[src/design/rlsu_pkg.sv]
// ----------------------------------------------------------------------------
// rlsu_pkg
// Shared types and constants for the ring lattice two-species update block.
// ----------------------------------------------------------------------------
package rlsu_pkg;

    // Ring size and derived widths
    localparam int LATTICE_SIZE = 128;
    localparam int ADDR_W       = (LATTICE_SIZE > 1) ? $clog2(LATTICE_SIZE) : 1;
    localparam int CNT_W        = $clog2(LATTICE_SIZE + 1);

    // Field widths
    localparam int CELL_W  = 7;
    localparam int DRAW_W  = 16;
    localparam int GAMMA_W = 18;
    localparam int COUNT_W = 8;

    // Index compare width: holds any field index and LATTICE_SIZE itself
    localparam int IDX_W = (ADDR_W > CELL_W) ? ADDR_W : CELL_W;
    localparam int CMP_W = IDX_W + 1;

    // Arithmetic widths for the probability tests
    localparam int GA_W  = CNT_W + GAMMA_W;
    localparam int SUM_W = GA_W + 1;

    localparam int ONE_Q16 = 65536;
    localparam int FULL_SCALE = LATTICE_SIZE * ONE_Q16;

    localparam logic [GAMMA_W-1:0] GAMMA_RESET = GAMMA_W'(ONE_Q16);

    typedef enum logic {
        FUNC_LOAD = 1'b0,
        FUNC_STEP = 1'b1
    } t_func;

    typedef struct packed {
        t_func              func;
        logic [CELL_W-1:0]  cell_index;
        logic               load_value;
        logic [DRAW_W-1:0]  draw_spread;
        logic               step_right;
        logic [CELL_W-1:0]  target_site;
        logic [DRAW_W-1:0]  draw_convert;
    } t_in_item;

    typedef struct packed {
        logic [COUNT_W-1:0] count_a;
        logic [COUNT_W-1:0] count_b;
        logic               site_flipped;
        logic               absorbed;
    } t_out_item;

endpackage

[src/design/rlsu_in_if.sv]
// ----------------------------------------------------------------------------
// rlsu_in_if
// Valid/ready channel carrying one input item.
// ----------------------------------------------------------------------------
interface rlsu_in_if;
    import rlsu_pkg::*;

    logic     valid;
    logic     ready;
    t_in_item data;

    modport source (output valid, output data, input ready);
    modport sink   (input valid, input data, output ready);
endinterface

[src/design/rlsu_out_if.sv]
// ----------------------------------------------------------------------------
// rlsu_out_if
// Valid/ready channel carrying one result item.
// ----------------------------------------------------------------------------
interface rlsu_out_if;
    import rlsu_pkg::*;

    logic      valid;
    logic      ready;
    t_out_item data;

    modport source (output valid, output data, input ready);
    modport sink   (input valid, input data, output ready);
endinterface

[src/design/rlsu_cfg_if.sv]
// ----------------------------------------------------------------------------
// rlsu_cfg_if
// Valid/ready write channel for the gamma register.
// ----------------------------------------------------------------------------
interface rlsu_cfg_if;
    import rlsu_pkg::*;

    logic               valid;
    logic               ready;
    logic [GAMMA_W-1:0] data;

    modport source (output valid, output data, input ready);
    modport sink   (input valid, input data, output ready);
endinterface

[src/design/ring_lattice_two_species_update.sv]
// ----------------------------------------------------------------------------
// ring_lattice_two_species_update
// Ring of A/B sites with load and Monte Carlo spread/convert update items.
// ----------------------------------------------------------------------------
// Takes one item per clock unless the result register is full and not read, and
// returns one result per item, in order. An item accepted at a clock edge is
// evaluated in the execute stage and its result is registered when that stage
// fires. The rate is set by the execute stage: the A count and the site values
// written by one item feed the next item's tests in the very next cycle, closed
// by one 8x18 multiply, one compare and a +/-1 on the count, with a bypass from
// the site write port to the reads. Sites live in three copies of a 1-bit RAM
// (agent, neighbor, target reads) plus one valid flop per site, so the ring reads
// as all B right after reset with no clearing pass. The output register decouples
// the two sides: a new item enters an empty execute stage while a finished result
// waits. gamma is written through its own channel, always ready, and must only
// change while the block is idle.
// ----------------------------------------------------------------------------
module ring_lattice_two_species_update (
    input  logic       i_clk,
    input  logic       i_rst_n,
    rlsu_cfg_if.sink   i_cfg,
    rlsu_in_if.sink    i_item,
    rlsu_out_if.source o_result
);
    import rlsu_pkg::*;

    // ------------------------------------------------------------------
    // Handshake / pipeline control
    // ------------------------------------------------------------------
    logic r_e_valid;    // item sitting in execute stage
    logic r_out_valid;  // result register full
    logic fire;         // execute stage completes this cycle
    logic in_accept;

    assign fire          = r_e_valid && (!r_out_valid || o_result.ready);
    assign i_item.ready  = !r_e_valid || fire;
    assign in_accept     = i_item.valid && i_item.ready;
    assign i_cfg.ready   = 1'b1;

    // ------------------------------------------------------------------
    // Configuration
    // ------------------------------------------------------------------
    logic [GAMMA_W-1:0] r_gamma;

    always_ff @(posedge i_clk) begin
        if (!i_rst_n) begin
            r_gamma <= GAMMA_RESET;
        end else if (i_cfg.valid && i_cfg.ready) begin
            r_gamma <= i_cfg.data;
        end
    end

    // ------------------------------------------------------------------
    // Read address generation for the incoming item
    // ------------------------------------------------------------------
    logic [CMP_W-1:0]  in_cell;
    logic [CMP_W-1:0]  in_tgt;
    logic [CMP_W-1:0]  in_nb;
    logic [ADDR_W-1:0] rd_agent_addr;
    logic [ADDR_W-1:0] rd_nb_addr;
    logic [ADDR_W-1:0] rd_tgt_addr;

    always_comb begin
        in_cell = CMP_W'(i_item.data.cell_index);
        in_tgt  = CMP_W'(i_item.data.target_site);
        // ring wrap on the neighbor
        if (i_item.data.step_right) begin
            in_nb = (in_cell + 1'b1 == CMP_W'(LATTICE_SIZE)) ? '0 : in_cell + 1'b1;
        end else begin
            in_nb = (in_cell == '0) ? CMP_W'(LATTICE_SIZE - 1) : in_cell - 1'b1;
        end
        rd_agent_addr = ADDR_W'(in_cell);
        rd_nb_addr    = ADDR_W'(in_nb);
        rd_tgt_addr   = ADDR_W'(in_tgt);
    end

    // ------------------------------------------------------------------
    // Site storage: three read copies, one shared write port
    // ------------------------------------------------------------------
    logic              w_en;
    logic [ADDR_W-1:0] w_addr;
    logic              w_data;
    logic              ram_agent_q;
    logic              ram_nb_q;
    logic              ram_tgt_q;

    rlsu_ram #(.WIDTH(1), .DEPTH(LATTICE_SIZE)) u_ram_agent (
        .i_clk     (i_clk),
        .i_wr_en   (w_en),
        .i_wr_addr (w_addr),
        .i_wr_data (w_data),
        .i_rd_en   (in_accept),
        .i_rd_addr (rd_agent_addr),
        .o_rd_data (ram_agent_q)
    );

    rlsu_ram #(.WIDTH(1), .DEPTH(LATTICE_SIZE)) u_ram_nb (
        .i_clk     (i_clk),
        .i_wr_en   (w_en),
        .i_wr_addr (w_addr),
        .i_wr_data (w_data),
        .i_rd_en   (in_accept),
        .i_rd_addr (rd_nb_addr),
        .o_rd_data (ram_nb_q)
    );

    rlsu_ram #(.WIDTH(1), .DEPTH(LATTICE_SIZE)) u_ram_tgt (
        .i_clk     (i_clk),
        .i_wr_en   (w_en),
        .i_wr_addr (w_addr),
        .i_wr_data (w_data),
        .i_rd_en   (in_accept),
        .i_rd_addr (rd_tgt_addr),
        .o_rd_data (ram_tgt_q)
    );

    // Per-site written flags; an unwritten site reads as B.
    logic [LATTICE_SIZE-1:0] r_site_valid;

    always_ff @(posedge i_clk) begin
        if (!i_rst_n) begin
            r_site_valid <= '0;
        end else if (w_en) begin
            r_site_valid[w_addr] <= 1'b1;
        end
    end

    // ------------------------------------------------------------------
    // Execute-stage item registers
    // ------------------------------------------------------------------
    t_in_item          r_item;
    logic [ADDR_W-1:0] r_agent_addr;
    logic [ADDR_W-1:0] r_nb_addr;
    logic [ADDR_W-1:0] r_tgt_addr;
    logic              r_cell_ok;
    logic              r_tgt_ok;
    logic              r_vld_agent;
    logic              r_vld_nb;
    logic              r_vld_tgt;
    logic              r_byp_agent;   // read collided with the write at that edge
    logic              r_byp_nb;
    logic              r_byp_tgt;
    logic              r_byp_data;

    always_ff @(posedge i_clk) begin
        if (!i_rst_n) begin
            r_e_valid <= 1'b0;
        end else if (in_accept) begin
            r_e_valid <= 1'b1;
        end else if (fire) begin
            r_e_valid <= 1'b0;
        end
    end

    always_ff @(posedge i_clk) begin
        if (in_accept) begin
            r_item       <= i_item.data;
            r_agent_addr <= rd_agent_addr;
            r_nb_addr    <= rd_nb_addr;
            r_tgt_addr   <= rd_tgt_addr;
            r_cell_ok    <= in_cell < CMP_W'(LATTICE_SIZE);
            r_tgt_ok     <= in_tgt < CMP_W'(LATTICE_SIZE);
            r_vld_agent  <= r_site_valid[rd_agent_addr];
            r_vld_nb     <= r_site_valid[rd_nb_addr];
            r_vld_tgt    <= r_site_valid[rd_tgt_addr];
            r_byp_agent  <= w_en && (w_addr == rd_agent_addr);
            r_byp_nb     <= w_en && (w_addr == rd_nb_addr);
            r_byp_tgt    <= w_en && (w_addr == rd_tgt_addr);
            r_byp_data   <= w_data;
        end
    end

    // ------------------------------------------------------------------
    // Execute: site values, probability tests, single site write
    // ------------------------------------------------------------------
    logic [CNT_W-1:0] r_count;
    logic [CNT_W-1:0] n_count;
    logic             agent_v;
    logic             nb_v;
    logic             tgt_v;
    logic [GA_W-1:0]  ga;
    logic [GA_W-1:0]  spread_lhs;
    logic [SUM_W-1:0] convert_lhs;
    logic             spread_ok;
    logic             convert_ok;

    assign agent_v = r_byp_agent ? r_byp_data : (r_vld_agent && ram_agent_q);
    assign nb_v    = r_byp_nb    ? r_byp_data : (r_vld_nb    && ram_nb_q);
    assign tgt_v   = r_byp_tgt   ? r_byp_data : (r_vld_tgt   && ram_tgt_q);

    // (L - countA) * gamma, both sides non-negative
    assign ga = GA_W'(CNT_W'(LATTICE_SIZE) - r_count) * GA_W'(r_gamma);

    // draw_spread * L < ga
    assign spread_lhs = GA_W'(r_item.draw_spread) * GA_W'(LATTICE_SIZE);
    assign spread_ok  = spread_lhs < ga;

    // draw_convert * L < L*65536 - ga, rearranged to stay unsigned
    assign convert_lhs = SUM_W'(GA_W'(r_item.draw_convert) * GA_W'(LATTICE_SIZE))
                       + SUM_W'(ga);
    assign convert_ok  = convert_lhs < SUM_W'(FULL_SCALE);

    always_comb begin
        w_en   = 1'b0;
        w_addr = r_agent_addr;
        w_data = r_item.load_value;
        if (fire && r_cell_ok) begin
            unique case (r_item.func)
                FUNC_LOAD: begin
                    w_en = (agent_v != r_item.load_value);
                end
                FUNC_STEP: begin
                    if (agent_v) begin
                        // A agent spreads onto a B neighbor
                        w_addr = r_nb_addr;
                        w_data = 1'b1;
                        w_en   = spread_ok && !nb_v;
                    end else begin
                        // B agent converts an A target
                        w_addr = r_tgt_addr;
                        w_data = 1'b0;
                        w_en   = r_tgt_ok && convert_ok && tgt_v;
                    end
                end
                default: begin
                    w_en = 1'b0;
                end
            endcase
        end
    end

    always_comb begin
        n_count = r_count;
        if (w_en) begin
            n_count = w_data ? r_count + 1'b1 : r_count - 1'b1;
        end
    end

    always_ff @(posedge i_clk) begin
        if (!i_rst_n) begin
            r_count <= '0;
        end else if (fire) begin
            r_count <= n_count;
        end
    end

    // ------------------------------------------------------------------
    // Result register
    // ------------------------------------------------------------------
    t_out_item r_out_data;

    always_ff @(posedge i_clk) begin
        if (!i_rst_n) begin
            r_out_valid <= 1'b0;
        end else if (fire) begin
            r_out_valid <= 1'b1;
        end else if (o_result.ready) begin
            r_out_valid <= 1'b0;
        end
    end

    always_ff @(posedge i_clk) begin
        if (fire) begin
            r_out_data.count_a      <= COUNT_W'(n_count);
            r_out_data.count_b      <= COUNT_W'(CNT_W'(LATTICE_SIZE) - n_count);
            r_out_data.site_flipped <= w_en;
            r_out_data.absorbed     <= (n_count == '0) ||
                                       (n_count == CNT_W'(LATTICE_SIZE));
        end
    end

    assign o_result.valid = r_out_valid;
    assign o_result.data  = r_out_data;

    // ------------------------------------------------------------------
    // Assertions
    // ------------------------------------------------------------------
    // A flip moves the A count by exactly one.
    a_flip_moves_count: assert property (@(posedge i_clk) disable iff (!i_rst_n)
        fire && w_en |=> (r_count == $past(r_count) + 1'b1) ||
                         (r_count == $past(r_count) - 1'b1))
        else $error("A count did not move by one on a site flip");

    // Without a flip the A count holds.
    a_count_holds: assert property (@(posedge i_clk) disable iff (!i_rst_n)
        i_rst_n && !(fire && w_en) |=> $stable(r_count))
        else $error("A count changed without a site flip");

    // Input stalls only when execute is occupied and the result slot is full.
    a_stall_cause: assert property (@(posedge i_clk) disable iff (!i_rst_n)
        !i_item.ready |-> r_e_valid && r_out_valid)
        else $error("input stalled with room in the pipeline");

    // A completed item always lands in the result register.
    a_fire_result: assert property (@(posedge i_clk) disable iff (!i_rst_n)
        fire |=> r_out_valid)
        else $error("executed item produced no result");

endmodule

[src/design/rlsu_ram.sv]
// ----------------------------------------------------------------------------
// rlsu_ram
// Generic single-write, single-read RAM with registered read data.
// ----------------------------------------------------------------------------
module rlsu_ram #(
    parameter int WIDTH = 1,
    parameter int DEPTH = 128,
    localparam int AW   = (DEPTH > 1) ? $clog2(DEPTH) : 1
) (
    input  logic             i_clk,
    input  logic             i_wr_en,
    input  logic [AW-1:0]    i_wr_addr,
    input  logic [WIDTH-1:0] i_wr_data,
    input  logic             i_rd_en,
    input  logic [AW-1:0]    i_rd_addr,
    output logic [WIDTH-1:0] o_rd_data
);

    logic [WIDTH-1:0] r_mem [DEPTH];
    logic [WIDTH-1:0] r_rd_data;

    always_ff @(posedge i_clk) begin
        if (i_wr_en) begin
            r_mem[i_wr_addr] <= i_wr_data;
        end
        if (i_rd_en) begin
            r_rd_data <= r_mem[i_rd_addr];
        end
    end

    assign o_rd_data = r_rd_data;

endmodule
[src/flat_wrapper.sv]
// flat-port wrapper written by rule: the top's interface ports become plain ports
module ring_lattice_two_species_update_flat import rlsu_pkg::*;
  (i_clk, i_rst_n, i_cfg_valid, i_cfg_data, i_cfg_ready, i_item_valid, i_item_data, i_item_ready, o_result_valid, o_result_data, o_result_ready);
  rlsu_cfg_if i_cfg_i ();
  rlsu_in_if i_item_i ();
  rlsu_out_if o_result_i ();
  input  logic i_clk;
  input  logic i_rst_n;
  input wire logic [$bits(i_cfg_i.valid)-1:0] i_cfg_valid;
  input wire logic [$bits(i_cfg_i.data)-1:0] i_cfg_data;
  output wire logic [$bits(i_cfg_i.ready)-1:0] i_cfg_ready;
  input wire logic [$bits(i_item_i.valid)-1:0] i_item_valid;
  input wire logic [$bits(i_item_i.data)-1:0] i_item_data;
  output wire logic [$bits(i_item_i.ready)-1:0] i_item_ready;
  output wire logic [$bits(o_result_i.valid)-1:0] o_result_valid;
  output wire logic [$bits(o_result_i.data)-1:0] o_result_data;
  input wire logic [$bits(o_result_i.ready)-1:0] o_result_ready;
  assign i_cfg_i.valid = i_cfg_valid;
  assign i_cfg_i.data = i_cfg_data;
  assign i_cfg_ready = i_cfg_i.ready;
  assign i_item_i.valid = i_item_valid;
  assign i_item_i.data = i_item_data;
  assign i_item_ready = i_item_i.ready;
  assign o_result_valid = o_result_i.valid;
  assign o_result_data = o_result_i.data;
  assign o_result_i.ready = o_result_ready;
  ring_lattice_two_species_update u_core (.i_clk(i_clk), .i_rst_n(i_rst_n), .i_cfg(i_cfg_i), .i_item(i_item_i), .o_result(o_result_i));
endmodule
[config.mk]
export PLATFORM = sky130hd
export DESIGN_NAME = ring_lattice_two_species_update_flat
export DESIGN_NICKNAME = d
export VERILOG_FILES = /design/src/design/rlsu_pkg.sv /design/src/design/rlsu_in_if.sv /design/src/design/rlsu_out_if.sv /design/src/design/rlsu_cfg_if.sv /design/src/design/ring_lattice_two_species_update.sv /design/src/design/rlsu_ram.sv /design/src/flat_wrapper.sv
export SDC_FILE = /design/constraint.sdc
export NUM_CORES = 1
export LEC_CHECK = 0
export BUFFER_PORTS_ARGS = -buffer_cell sky130_fd_sc_hd__buf_4
export CELL_PAD_IN_SITES_DETAIL_PLACEMENT = 1
export CELL_PAD_IN_SITES_GLOBAL_PLACEMENT = 1
export CORE_ASPECT_RATIO = 0.7
export CORE_UTILIZATION = 47
export DETAILED_ROUTE_END_ITERATION = 7
export PLACE_DENSITY_LB_ADDON = 0.12
export SLEW_MARGIN = 20
export SYNTH_ARGS = -nofsm -noshare
export SYNTH_HDL_FRONTEND = slang
export SYNTH_SLANG_ARGS = --single-unit
[constraint.sdc]
create_clock -name i_clk -period 10.3 [get_ports i_clk]
set_input_delay 0.515 -clock i_clk [delete_from_list [all_inputs] [get_ports i_clk]]
set_output_delay 0.515 -clock i_clk [all_outputs]
set_load 0.02 [all_outputs]
======== After elaboration in Yosys (flattened, before gate mapping) ========
Memories as Yosys holds them, arrays and structs flattened. A register that Yosys moved wholly into a read port is not among the register bits.
Cells that the tools add are included.
cells by class
  add/sub/neg operators ................... 7
  $mul .................................... 1
  $lt $le $gt $ge ......................... 9
  equal/unequal tests ..................... 6
  mux-type cells .......................... 31
  bitwise logic cells ..................... 2
  reductions and logical operators ........ 23
operators by type and width
  cell                                                  number
  bitwise OR 128 bit                                    1
  < comparator 7 x 8 -> 1 bit, second input constant    6
  2-to-1 mux 7 bit                                      6
  adder 23 x 26 -> 27 bit                               1
  < comparator 27 x 24 -> 1 bit, second input constant  1
  < comparator 23 x 26 -> 1 bit                         1
  multiplier 26 x 18 -> 26 bit                          1
  binary-select mux 1 bit (select 7 bit)                3
  equality test 7 bit                                   3
  2-to-1 mux 1 bit                                      18
  equality test 8 bit, second input constant            2
  2-to-1 mux 8 bit                                      2
  logical AND 1 bit                                     13
  subtractor 8 x 8 -> 9 bit, first input constant       1
  adder 7 x 1 -> 8 bit, second input constant           1
  adder 8 x 1 -> 8 bit, second input constant           1
  zero test 8 bit                                       1
  subtractor 8 x 1 -> 8 bit, second input constant      1
  subtractor 8 bit, first input constant                1
  demux 1 bit (select 7 bit)                            1
  >= comparator 7 x 1 -> 1 bit, second input constant   1
  zero test 7 bit                                       1
  subtractor 7 x 1 -> 7 bit, second input constant      1
  nonzero test 2 bit                                    2
  5 further kinds                                       9
storage, ports and cells
  bits in registers ....................... 238
  bits in writable memories ............... 384
  bits of input ports ..................... 72
  output and inout bits ................... 21
  word-level logic and storage cells ...... 107
  memories ................................ 3
memories
  memory                    depth  width  read ports  clocked after Yosys merged registers in  write ports  RTL line        RTL
  u_core.u_ram_agent.r_mem  128    1      1           1                                        1            rlsu_ram.sv:19  logic [WIDTH-1:0] r_mem [DEPTH];
  u_core.u_ram_nb.r_mem     128    1      1           1                                        1            rlsu_ram.sv:19
  u_core.u_ram_tgt.r_mem    128    1      1           1                                        1            rlsu_ram.sv:19

======== Logic depth before layout (Yosys ltp) ========
  depth after elaboration ................. 12
  mapped depth ............................ 45

======== Modules after synthesis ========
A second synthesis with hierarchy kept.
second synthesis, totals
  cell total of the unflattened synthesis .. 2888
  area total of the unflattened synthesis .. 35657.9 um2
modules (own cells, without submodules)
  module                           times used  cells each  area each (um2)
  ring_lattice_two_species_update  1           1703        18470.2
  rlsu_ram                         3           395         5729.2

======== Worst setup path before layout ========
Ideal clock, no wire load.
  path kind ............................... register to register
  start ................................... register u_core.r_count[0]
  end ..................................... register u_core.r_out_data (netlist bit u_core.o_result.data[4]), data pin
  library setup time ...................... 256 ps
  arrival time ............................ 9500 ps
  setup slack ............................. 544 ps
  cell stages (with the launch flop) ...... 38
  clock period less this slack ............ 9756 ps
  cell sequence ........................... dfxtp_1 -> inv_1 -> ha_1 -> a31oi_1 -> clkbuf_1 -> nand2_1 -> inv_1 -> fa_1 -> fa_1 -> clkbuf_1 -> xnor2_1 -> xnor2_1 -> fa_1 -> fa_1 -> inv_1 -> fa_1 -> inv_1 -> ha_1 -> [... 2 more ...] -> a2111oi_1 -> a21boi_1 -> nor2_1 -> xnor2_1 -> ha_1 -> nand4_1 -> o21ai_0 -> nor3b_1 -> nand3_1 -> or3_1 -> o221ai_2 -> nand2_1 -> buf_2 -> buf_2 -> a21o_1 -> ha_1 -> or4_1 -> o211a_1
between the ends
  longest elaborated chain between the ends .. 11
ends and longest elaborated chain
  element                             RTL line                                RTL
  start: declaration                  ring_lattice_two_species_update.sv:176  logic [CNT_W-1:0] r_count;
  start signal: assignment            ring_lattice_two_species_update.sv:243  r_count <= n_count;
  subtractor 8 x 8 -> 9 bit           ring_lattice_two_species_update.sv:192  assign ga = GA_W'(CNT_W'(LATTICE_SIZE) - r_count) * GA_W'(r_gamma);
  multiplier 26 x 18 -> 26 bit        ring_lattice_two_species_update.sv:192
  adder 23 x 26 -> 27 bit             ring_lattice_two_species_update.sv:200  + SUM_W'(ga);
  < comparator 27 x 24 -> 1 bit       ring_lattice_two_species_update.sv:201  assign convert_ok = convert_lhs < SUM_W'(FULL_SCALE);
  logical AND 1 bit (2 in series)     ring_lattice_two_species_update.sv:222  w_en = r_tgt_ok && convert_ok && tgt_v;
  2-to-1 mux 1 bit                    ring_lattice_two_species_update.sv:213  if (agent_v) begin
  one-hot mux 1 bit (2 select lines)  ring_lattice_two_species_update.sv:208  unique case (r_item.func)
  2-to-1 mux 1 bit                    ring_lattice_two_species_update.sv:207  if (fire && r_cell_ok) begin
  2-to-1 mux 8 bit *                  ring_lattice_two_species_update.sv:234  if (w_en) begin
  subtractor 8 bit *                  ring_lattice_two_species_update.sv:265  r_out_data.count_b <= COUNT_W'(CNT_W'(LATTICE_SIZE) - n_count);
  end: declaration                    ring_lattice_two_species_update.sv:250  t_out_item r_out_data;
Every way passes the cells marked *; elsewhere a longest branch is shown, timed or not.
A chain may end at the register's enable or synchronous reset.

======== Worst setup path in the final report ========
  start ................................... register u_core.r_count[2]
  end ..................................... register u_core.r_out_data (netlist bit u_core.o_result.data[8]), data pin
The elaborated chain is that of the path after synthesis.

==> flow_metrics.env <==
export IMPL_startpoint_type="flop"
export IMPL_criticalPathCategory="flop to flop"
export IMPL_clockBufferDepth=3
export IMPL_worst_path_arrival_ps=10140
export IMPL_avgSynthCellArea_um2=11.5
export IMPL_report_power_total_mw=5.08
export IMPL_globalRoute_totalOverflow=0
export IMPL_drt_total_wl_um=91000
export IMPL_power_per_cell_area_nw_per_um2=165
export IMPL_source_to_sink_clock_delay_at_the_later_pin_of_the_worst_skew_pair_ps=600
export IMPL_yosys_warnings=0
export IMPL_max_cap_violations=0
export IMPL_wl_per_cell_um=27.9
export IMPL_area_sequential_um2=9430
export IMPL_fin_worst_skew_ps=23.0
export IMPL_dpl_cell_area_um2=29200
export IMPL_finalSetupTns_ps=0
export IMPL_port_buffers=91
export IMPL_nets=2775
export IMPL_timing_critical_path_slowest_cell_delay_ps=550
export IMPL_multiInputGateArea_um2=16800
export IMPL_dp_final_hpwl_um=62100
export IMPL_ctsHtreeMaxLevel=2
export IMPL_fp_row_count=74
export IMPL_worstMarginPinSlew_ps=1200
export IMPL_grt_antenna_before_repair=2
export IMPL_detailedRoute_firstPassIterationCount=5
export IMPL_synth_area_leaders="sky130_fd_sc_hd__edfxtp_1 (23%), sky130_fd_sc_hd__mux4_2 (18%), sky130_fd_sc_hd__fa_1 (12%)"
export IMPL_clock_sinks=366
export IMPL_grt_use_total=0.308
export IMPL_yosysTopAreaCellShare=0.226
export IMPL_synth_top_flop_cell="sky130_fd_sc_hd__edfxtp_1"
export IMPL_syn_cell_area_um2=27900
export IMPL_slew_headroom=0.199
export IMPL_crit_path_top_delay_cell="sky130_fd_sc_hd__fa_1"
export IMPL_wire_length_of_the_first_global_routing_pass_um=137000
export IMPL_via_per_inst=6.26
export IMPL_grt_start_max_net_pins=165
export IMPL_synth_sequential_area_ratio=0.338
export IMPL_vdd_ir_drop_max_uv=115
export IMPL_crit_fanout=19
export IMPL_start_util=0.477
export IMPL_pin_count=93
export IMPL_timing_critical_path_required_ps=10590
export IMPL_yosys_area_top_type="sky130_fd_sc_hd__edfxtp_1"
export IMPL_flops_latches_synth=366
export IMPL_dr_first_iter_drc_count=2157
export IMPL_timing_final_hold_violations=0
export IMPL_leakage_nw=12.1
export IMPL_synth_async_reset_ratio=0
export IMPL_clock_tree_from_tritoncts="done"
export IMPL_crit_path_end_kind="flop"
export IMPL_synth_enable_flop_cells=210
export IMPL_final_area_um2=30800
export IMPL_layout_setup_ws_ps=448
export IMPL_netlist_cell_type_count=72
export IMPL_finalWeightedCongestion=0.876
export IMPL_detailedPlace_worstSlack_ps=93.6
export IMPL_root_buffer="sky130_fd_sc_hd__clkbuf_16"
export IMPL_fmax_mhz=102
export IMPL_most_common_layout_cells="sky130_fd_sc_hd__nand2_1 (275), sky130_fd_sc_hd__inv_1 (253), sky130_fd_sc_hd__mux4_2 (222)"
export IMPL_crit_path_frequent_cell="sky130_fd_sc_hd__fa_1"
export IMPL_hold_path_class="input port to flop"
export IMPL_fin_crit_ps=9850
export IMPL_final_layout_size_suffix_gt1_frac=0.198
export IMPL_clk_pin_slew_worst_paths_ps=60
export IMPL_run_status="completed"
export IMPL_most_common_cell_after_layout_fill_and_taps_aside="sky130_fd_sc_hd__nand2_1"
export IMPL_nFillCells=6064
export IMPL_final_setup_viol_count=0
export IMPL_num_vias=20400
export IMPL_chipHeight_um=206
export IMPL_drtAntennaViolNets=0
export IMPL_core_region_area_um2=58400
export IMPL_drt_drc_violations_left=0
export IMPL_dieWidth_um=293
export IMPL_layout_worst_path_cycle_share=0.956
export IMPL_die_area_um2=60300
export IMPL_flow_area_growth_from_synthesis_pct=10.5
export IMPL_finish_utilization=0.527
export IMPL_synth_fp_nets=2773
export IMPL_finalMaxSlewViolations=0
export IMPL_synth_cells=2425
export IMPL_grt_pass1_vias=21500
export IMPL_cts_made_buffers=41
final cells by class:
class,count,share of cell area
Antenna cell,1,0.0000812
Clock buffer,52,0.0381
Clock inverter,23,0.00885
Inverter,256,0.0312
Multi-Input combinational cell,1616,0.547
Sequential cell,366,0.306
Tap cell,798,0.0324
Timing Repair Buffer,146,0.0362
report_power, final:
part	switching [mW]	internal [mW]
Sequential	0.0340	1.59
Combinational	1.16	0.701
Clock	0.682	0.921
Yosys cell counts (82+ instances only):
library cell,number
sky130_fd_sc_hd__inv_1,255
sky130_fd_sc_hd__o21ai_0,86
sky130_fd_sc_hd__ha_1,103
sky130_fd_sc_hd__nand2_1,278
sky130_fd_sc_hd__dfxtp_1,156
sky130_fd_sc_hd__clkbuf_1,124
sky130_fd_sc_hd__mux4_2,222
sky130_fd_sc_hd__fa_1,173
sky130_fd_sc_hd__o31ai_1,82
sky130_fd_sc_hd__nor3_1,134
sky130_fd_sc_hd__and2_1,97
sky130_fd_sc_hd__edfxtp_1,210
sequential cells by signal, indices dropped and copies added (netlist names), 7 cells and up:
signal and count:
u_core.o_result.data 17, u_core.r_gamma 18, u_core.r_agent_addr 7, u_core.u_ram_tgt.r_mem 78, u_core.r_count 8, u_core.u_ram_nb.r_mem 50, u_core.r_item 34, u_core.r_site_valid 128
u_core.r_nb_addr 7, u_core.r_tgt_addr 7
through the flow:
step,hold WS (ps),cells
3_3_place_gp,466,3179
5_1_grt,84.6,3258
6_report,104,3258
2_1_floorplan,450,2425
4_1_cts,73.2,3254
3_5_place_dp,479,3179
worst max-delay path: cells and delay by family, from the launching register on:
kind,cells,cell delay (ps)
flops,1,330
xor+xnor,3,600
buf+inv,5,570
fa+ha+maj,9,3770
compound gates,11,2100
simple gates,11,2170
cells by family after synthesis:
| group | synth area share |
|---|---|
| multiplexers | 0.221 |
| adder cells (fa/ha/maj) | 0.172 |
| XOR/XNOR | 0.0261 |
| AO/OA/AOI/OAI | 0.0670 |
| AND/OR/NAND/NOR | 0.111 |
| buffers and inverters | 0.0646 |
| flip-flops | 0.338 |
| other | 0.000135 |
repair_timing:
| item | 4_1_cts | 5_1_grt |
|---|---|---|
| hold buffers | 0 | 0 |
| buffers inserted | 0 | 2 |
| setup endpoints to repair | 0 | 252 |
| gates resized for setup | 0 | 34 |
| endpoints found under the hold margin | 0 | 0 |
metal layers:
layer  vias up  GRT usage  wire (um)
li1       8699          -          -
met1     10600      0.456      40500
met2       994      0.444      38300
met3       122     0.0927      10500
met4         0     0.0684       1680
met5         -          0          0
final timing paths:
kind,start,endpoint,slack (ps),cells past startpoint
max reg2reg,u_core.r_count[2]$_SDFFE_PN0P_,u_core.o_result.data[8]$_DFFE_PP_,450,39
min,i_item_data[38],u_core.r_item[38]$_DFFE_PP_,100,1
min reg2reg,u_core.r_site_valid[88]$_SDFFE_PN0P_,u_core.r_site_valid[88]$_SDFFE_PN0P_,490,2
max,u_core.r_count[2]$_SDFFE_PN0P_,u_core.o_result.data[8]$_DFFE_PP_,450,39
Note: power is estimated with default switching activity, not from simulation.
